<file path="config.mk">
export PLATFORM = sky130hd
export DESIGN_NAME = tcw_sweep
export DESIGN_NICKNAME = d
export VERILOG_FILES = /design/src/design/tcw_pkg.sv /design/src/design/tcw_sweep.sv
export SDC_FILE = /design/constraint.sdc
export NUM_CORES = 1
export LEC_CHECK = 0
export BUFFER_PORTS_ARGS = -buffer_cell sky130_fd_sc_hd__buf_2
export CORE_MARGIN = 5
export CORE_UTILIZATION = 39
export CTS_BUF_LIST = sky130_fd_sc_hd__clkbuf_4
export DETAILED_ROUTE_END_ITERATION = 8
export PLACE_DENSITY = 0.8
export SETUP_SLACK_MARGIN = 0.4
export SKIP_LAST_GASP = 1
export SLEW_MARGIN = 30
export SYNTH_ARGS = -nofsm -noshare
export SYNTH_HDL_FRONTEND = slang
export SYNTH_SLANG_ARGS = --single-unit
</file>
<file path="constraint.sdc">
create_clock -name clock -period 1.49 [get_ports clock]
set_input_delay 0.298 -clock clock [delete_from_list [all_inputs] [get_ports clock]]
set_output_delay 0.298 -clock clock [all_outputs]
set_load 0.01 [all_outputs]
</file>
<file path="src/design/tcw_pkg.sv">
// ----------------------------------------------------------------------------
// tcw_pkg
// Shared types and constants of the text console writer: request opcodes,
// sequencer states, control characters and the sweep unit control bundle.
// ----------------------------------------------------------------------------
package tcw_pkg;

   // request opcodes
   typedef enum logic [1:0] {
      OP_PUT_CHAR   = 2'd0,
      OP_SET_CURSOR = 2'd1,
      OP_CLEAR      = 2'd2,
      OP_READ_CELL  = 2'd3
   } op_type;

   // sequencer states
   typedef enum logic [2:0] {
      ST_INIT,
      ST_IDLE,
      ST_EXEC,
      ST_READ_WAIT,
      ST_SWEEP
   } state_type;

   // control characters
   localparam logic [7:0] CH_TAB     = 8'd9;
   localparam logic [7:0] CH_NEWLINE = 8'd10;
   localparam logic [7:0] CH_RETURN  = 8'd13;

   localparam int TAB_STEP = 4;
   localparam int CELL_W   = 16;

   // sequencer to sweep unit
   typedef struct packed {
      logic start;
      logic scroll;   // 1: move rows up and blank the bottom row, 0: blank all
   } sweep_cmd_type;

   // sweep unit to sequencer
   typedef struct packed {
      logic active;
      logic done;     // last write of the sweep is on the write port
   } sweep_stat_type;

endpackage

</file>
<file path="src/design/tcw_sweep.sv">
// ----------------------------------------------------------------------------
// tcw_sweep
// Shared sweep unit: one address counter walks the cell store one cell per
// cycle, either blanking every cell or copying each cell from one row below
// and blanking the bottom row. Each cell is read in the cycle before it is written.
// ----------------------------------------------------------------------------
module tcw_sweep
   import tcw_pkg::*;
#(
   parameter int COLS = 80,
   parameter int ROWS = 25,
   localparam int CELLS = COLS * ROWS,
   localparam int AW = $clog2(CELLS)
) (
   input  logic              clock,
   input  logic              reset,
   input  sweep_cmd_type     cmd,
   output sweep_stat_type    status,
   output logic              rd_en,
   output logic [AW-1:0]     rd_addr,
   input  logic [CELL_W-1:0] rd_data,
   output logic              wr_en,
   output logic [AW-1:0]     wr_addr,
   output logic [CELL_W-1:0] wr_data
);

   localparam logic [AW-1:0] LAST_IDX = AW'(CELLS - 1);
   localparam logic [AW-1:0] COPY_END = AW'(CELLS - COLS);
   localparam logic [AW-1:0] ROW_STEP = AW'(COLS);

   logic          active_ff, active_in;
   logic          scroll_ff, scroll_in;
   logic [AW-1:0] idx_ff, idx_in;
   logic          wr_pend_ff, wr_pend_in;
   logic [AW-1:0] wr_idx_ff, wr_idx_in;
   logic          wr_zero_ff, wr_zero_in;
   logic          last_ff, last_in;
   logic          copy_cell;

   assign copy_cell = scroll_ff && (idx_ff < COPY_END);

   always_comb begin
      active_in  = active_ff;
      scroll_in  = scroll_ff;
      idx_in     = idx_ff;
      wr_pend_in = 1'b0;
      wr_idx_in  = wr_idx_ff;
      wr_zero_in = wr_zero_ff;
      last_in    = last_ff;
      if (active_ff) begin
         wr_pend_in = 1'b1;
         wr_idx_in  = idx_ff;
         wr_zero_in = !copy_cell;
         last_in    = (idx_ff == LAST_IDX);
         idx_in     = idx_ff + AW'(1);
         if (idx_ff == LAST_IDX) begin
            active_in = 1'b0;
         end
      end else if (cmd.start) begin
         active_in = 1'b1;
         scroll_in = cmd.scroll;
         idx_in    = '0;
      end
   end

   // reset starts a blanking pass over the whole store
   always_ff @(posedge clock) begin
      if (reset) begin
         active_ff  <= 1'b1;
         scroll_ff  <= 1'b0;
         idx_ff     <= '0;
         wr_pend_ff <= 1'b0;
         last_ff    <= 1'b0;
      end else begin
         active_ff  <= active_in;
         scroll_ff  <= scroll_in;
         idx_ff     <= idx_in;
         wr_pend_ff <= wr_pend_in;
         last_ff    <= last_in;
      end
   end

   always_ff @(posedge clock) begin
      wr_idx_ff  <= wr_idx_in;
      wr_zero_ff <= wr_zero_in;
   end

   assign rd_en   = active_ff && copy_cell;
   assign rd_addr = idx_ff + ROW_STEP;
   assign wr_en   = wr_pend_ff;
   assign wr_addr = wr_idx_ff;
   assign wr_data = wr_zero_ff ? '0 : rd_data;

   assign status.active = active_ff;
   assign status.done   = wr_pend_ff && last_ff;

endmodule

</file>
=== After elaboration in Yosys (flattened, before gate mapping) ===
Index checks and enable logic that the tools add are counted.

* Latch bits: 0
* Logic and storage cells: 25
* Output and inout port bits: 42
* Flip-flop bits (word level): 27
* Input bits: 20
* Memories: 0
* RAM bits: 0
* Bits in read-only memories: 0

* Mux-type cells: 7
* Add/sub/neg operators: 2
* $lt $le $gt $ge: 1
* Bitwise gates (word level): 1
* Equal/unequal tests: 1
* Divide/modulo/power cells: 0
* Shift operators: 0
* $mul: 0
* Reductions and logical operators: 6

{| class="wikitable"
|+ Operator list
! operator !! number
|-
| $mux W11 || 2
|-
| $mux W16 || 1
|-
| $add A11 B1 Y11 const B || 1
|-
| $add A11 B7 Y11 const B || 1
|-
| $eq A11 B11 Y1 const B || 1
|-
| $lt A11 B11 Y1 const B || 1
|-
| $mux W1 || 4
|-
| $logic_and A1 B1 Y1 || 3
|-
| $reduce_and A2 Y1 || 1
|-
| $reduce_bool A2 Y1 || 1
|-
| $logic_not A1 Y1 || 1
|-
| $not A1 Y1 || 1
|}

=== Logic depth before layout (Yosys ltp) ===
* Word-level depth: 3
* Gate-level depth with buffers: 5
* Gate-level depth less buffers: 5

=== Worst setup path before layout ===
Ideal clock, no wire load.

* Path kind: register to register
* Start: register active_ff
* End: register idx_ff[6]
* Library setup time: 0.070 ns
* Buffers on the path: 1
* Setup slack: -0.048 ns
* Data required time: 1.420 ns
* Cell stages (with the launch flop): 5
* Data arrival time: 1.468 ns
* Period minus slack after synthesis: 1.538 ns
* Cell sequence: dfxtp_1 buf_4 nand4_1 or3_1 a21oi_1

* Word-level cells in the longest chain between the ends: 1
* Elaborated cells between the ends (all ways): 2
* Classes of those cells: mux (1); reduce/logical (1)

{| class="wikitable"
|+ RTL lines
! element !! line !! source
|-
| from (decl) || tcw_sweep.sv:31 || <nowiki>logic active_ff, active_in;</nowiki>
|-
| from (signal assigned) || tcw_sweep.sv:75 || <nowiki>active_ff <= active_in;</nowiki>
|-
| $mux W11 / $reduce_bool A2 Y1 (equally long branches) || -- ||
|-
| to (signal assigned) || tcw_sweep.sv:77 || <nowiki>idx_ff <= idx_in;</nowiki>
|-
| to (decl) || tcw_sweep.sv:33 || <nowiki>logic [AW-1:0] idx_ff, idx_in;</nowiki>
|}

Several ways; a longest one is shown, not always the timed one.
A chain may end at the register's enable or synchronous reset.

=== Final worst setup path ===
* Start: register idx_ff[5]
* End: output port rd_addr[8]

* Word-level cells in the longest chain between the ends: 1

{| class="wikitable"
|+ RTL lines
! element !! line !! source
|-
| $add A11 B7 Y11 || tcw_sweep.sv:89 || <nowiki>assign rd_addr = idx_ff + ROW_STEP;</nowiki>
|-
| to (decl) || tcw_sweep.sv:20 || <nowiki>output logic [AW-1:0] rd_addr,</nowiki>
|}

Every way passes these cells.

==> reports/qor.csv <==
metric,value,unit
status,"complete, but fails checks",
violated checks,setup timing,
fraction of registers with async set/reset,0,%
antenna violations before repair,0,
Worst path max stage delay,400,ps
post-route setup slack,-111,ps
root buffer cell,clkbuf_4,
placed cell count,231,
Worst-Skew Late Latency,310,ps
synthesized instance count,130,
clock slew at reported path FFs,130,ps
worst-margin pin slew,456,ps
layout cells sized above 1,67.9,%
drc violations,0,
Synth-to-Final Area Change,67.6,%
Synth area leaders,"edfxtp_1 28%, dfxtp_1 23%, nor2b_1 8.6%",
synthesized cell area,1310,um2
CP max FO,5,
CTS max path bufs,2,
crit path from,idx_ff[5],
CTS Buf Count,3,
top cell family by delay on the critical path,flip-flops,
Power per Cell Area,567,nW/um2
R2R Path Start,idx_ff[5],
sw power,0.269,mW
Setup Crit Path Kind,flip-flop to output pin,
reg2reg path depth,6,
ANT nets after route,0,
CP Capture Point,rd_addr[8],
Crit. path cell count,4,
sequential share of the synthesized area,50.6,%
Gate power share,10.7,%
CP max stage cell,dfxtp_4,
fin crit period,1600,ps
CTS Sinks,27,
first-pass GRT wire length,5650,um
crit path cell chain,ha_4 > o21ai_2 > xnor2_1 > buf_2,
die area,4610,um2
crit path buf inv count,1,
crit path DAT,1300,ps
hold buffers post-CTS,0,
crit path launch type,flip-flop,
Switching Share,21.7,%
final period utilization,107,%
Detailed Route WL,3790,um
dpl ws,87.1,ps
post-layout net count,236,
routability cong.,0.806,
post-synthesis cell type count,32,
worst reg2reg setup slack,10,ps
TritonRoute pass-1 iters,4,
Initial Util,39.8,%
Leak,0.989,nW
"Slew Viols, Final",0,
sequential share of power,63.3,%
I/O pins,62,
Main synth FF type,dfxtp_1,
ant diodes,0,
unrepaired setup endpoints after global routing,yes,
total track usage,16.1,%
fin cells,258,
Post-synth EDFFs,12,
min-delay src,cmd[0],
element type at the critical path end,output pin,
Peak VDD IR,0.000476,V
core box area,3280,um2
die height,67.9,um
Yosys top cell area share,27.6,%
vias per inst,5.02,
Total Neg Setup Slack,-376,ps
top-count cell post-synth,nor2b_1,
worst hold path class,primary input to flip-flop,
CTS tree,done,
clk_skew,1.08,ps
final setup violation count,6,
violation count after the first detailed-route iteration,35,
Slew headroom,69.2,%
syn avg cell area,10.0,um2
clock network fraction of total power,26.0,%
commonest cells in the netlist,"18 x nor2b_1, 15 x dfxtp_1, 12 x edfxtp_1",
total of max-cap violations,0,
Die Span X,67.9,um
syn_nets,153,
via count,1294,
vias in the first global route,1257,
hpwl dp,2430,um
H-tree depth,1,
Worst Path Required,1190,ps
Routed wire per std cell,14.7,um
Final Hold Vio Count,0,
"area leader, netlist",edfxtp_1,
"Warnings, synthesis",0,
Reg2Reg Capture Point,idx_ff[10],
total gr overflow,0,
Yosys reg bits,27,
Fmax,625,MHz
largest net degree at the start of global routing,19,
row count,21,
port bufs,61,
P_int,0.973,mW
-- worst min-delay path, delay by kind of cell --
kind | cells | cell delay [ps]
AOI/OAI and AO/OA | 1 | 50
buffers and inverters | 1 | 100
and+or+nand+nor | 1 | 40
-- area by class of cell --
type                       instances  area [um2]
fill                             246        1090
inverter                           5        18.8
clock buffer                       4        30.0
timing repair buffer              89         621
sequential                        27         701
tap                               46        57.6
multi-input combinational         87         762
-- power groups by stage --
stage / Sequential (mW) / Clock, mW / Combinational [mW]
6_report: 0.787 / 0.323 / 0.132
4_1_cts: 0.785 / 0.337 / 0.119
5_1_grt: 0.790 / 0.381 / 0.144
3_5_place_dp: 0.810 / 0 / 0.0922
3_3_place_gp: 0.810 / 0 / 0.0903
2_1_floorplan: 0.815 / 0 / 0.0475
-- layout by cell type (no fill, tap or decap), types with 3 or more instances in the layout --
| master | n |
|---|---|
| nand4_1 | 6 |
| or3_1 | 3 |
| a21oi_2 | 3 |
| clkbuf_4 | 4 |
| o211ai_1 | 3 |
| nor2b_1 | 8 |
| a21oi_1 | 6 |
| nor3b_1 | 3 |
| inv_1 | 3 |
| nor2b_2 | 6 |
| buf_2 | 55 |
| ha_4 | 3 |
| nor2_1 | 6 |
| buf_12 | 3 |
| dfxtp_4 | 9 |
| nand2_1 | 5 |
| buf_6 | 14 |
| xnor2_1 | 3 |
| dfxtp_2 | 5 |
| buf_4 | 17 |
| edfxtp_1 | 12 |
| nor2b_4 | 4 |
-- cell families (layout without fill, tap and decap cells) --
family          Yosys count  in the layout  synth area share [%]
xor+xnor                  5              5                  3.35
simple gates             55             55                  24.5
compound gates           21             21                  9.67
fa+ha+maj                 3              3                  2.87
mux                       3              3                  2.49
buf+inv                  16             98                  6.51
flops                    27             27                  50.6
-- routing by layer --
| layer | global-route usage (%) | up-vias | wire length, um |
|---|---|---|---|
| met2 | 29.4 | 73 | 1920 |
| met4 | 6.45 | 0 | 46 |
| met1 | 18.6 | 589 | 1410 |
| met5 | 0 | - | 0 |
| met3 | 2.79 | 6 | 421 |
| li1 | - | 626 | - |
-- through the flow --
stage	total power [mW]	util [%]	hold slack (ps)	cell area, um2
2_1_floorplan	0.862	-	409	1460
3_3_place_gp	0.900	54.0	446	1770
3_5_place_dp	0.903	54.0	450	1770
4_1_cts	1.24	63.3	191	2080
5_1_grt	1.31	66.7	169	2190
6_report	1.24	66.7	205	2190
-- worst min-delay path by stage --
stage / endpoint / depth (start not counted)
after CTS: scroll_ff / 3
final: scroll_ff / 3
after detailed placement: scroll_ff / 2
after global routing: scroll_ff / 3
after global placement: scroll_ff / 2
after floorplan: wr_addr[6] / 0
-- registers in the layout, indices dropped and copies added (netlist names) --
name and cells:
last_ff 1, wr_zero_ff 1, wr_addr 11, active_ff 1, idx_ff 11, scroll_ff 1
wr_en 1
-- what timing repair did --
item	4_1_cts	5_1_grt
buffers inserted	18	5
endpoints found under the hold margin	0	0
setup endpoints to repair	52	55
pin swaps	12	12
cloned	0	0
gates resized for setup	38	18
Note: power is estimated with default switching activity, not from simulation.
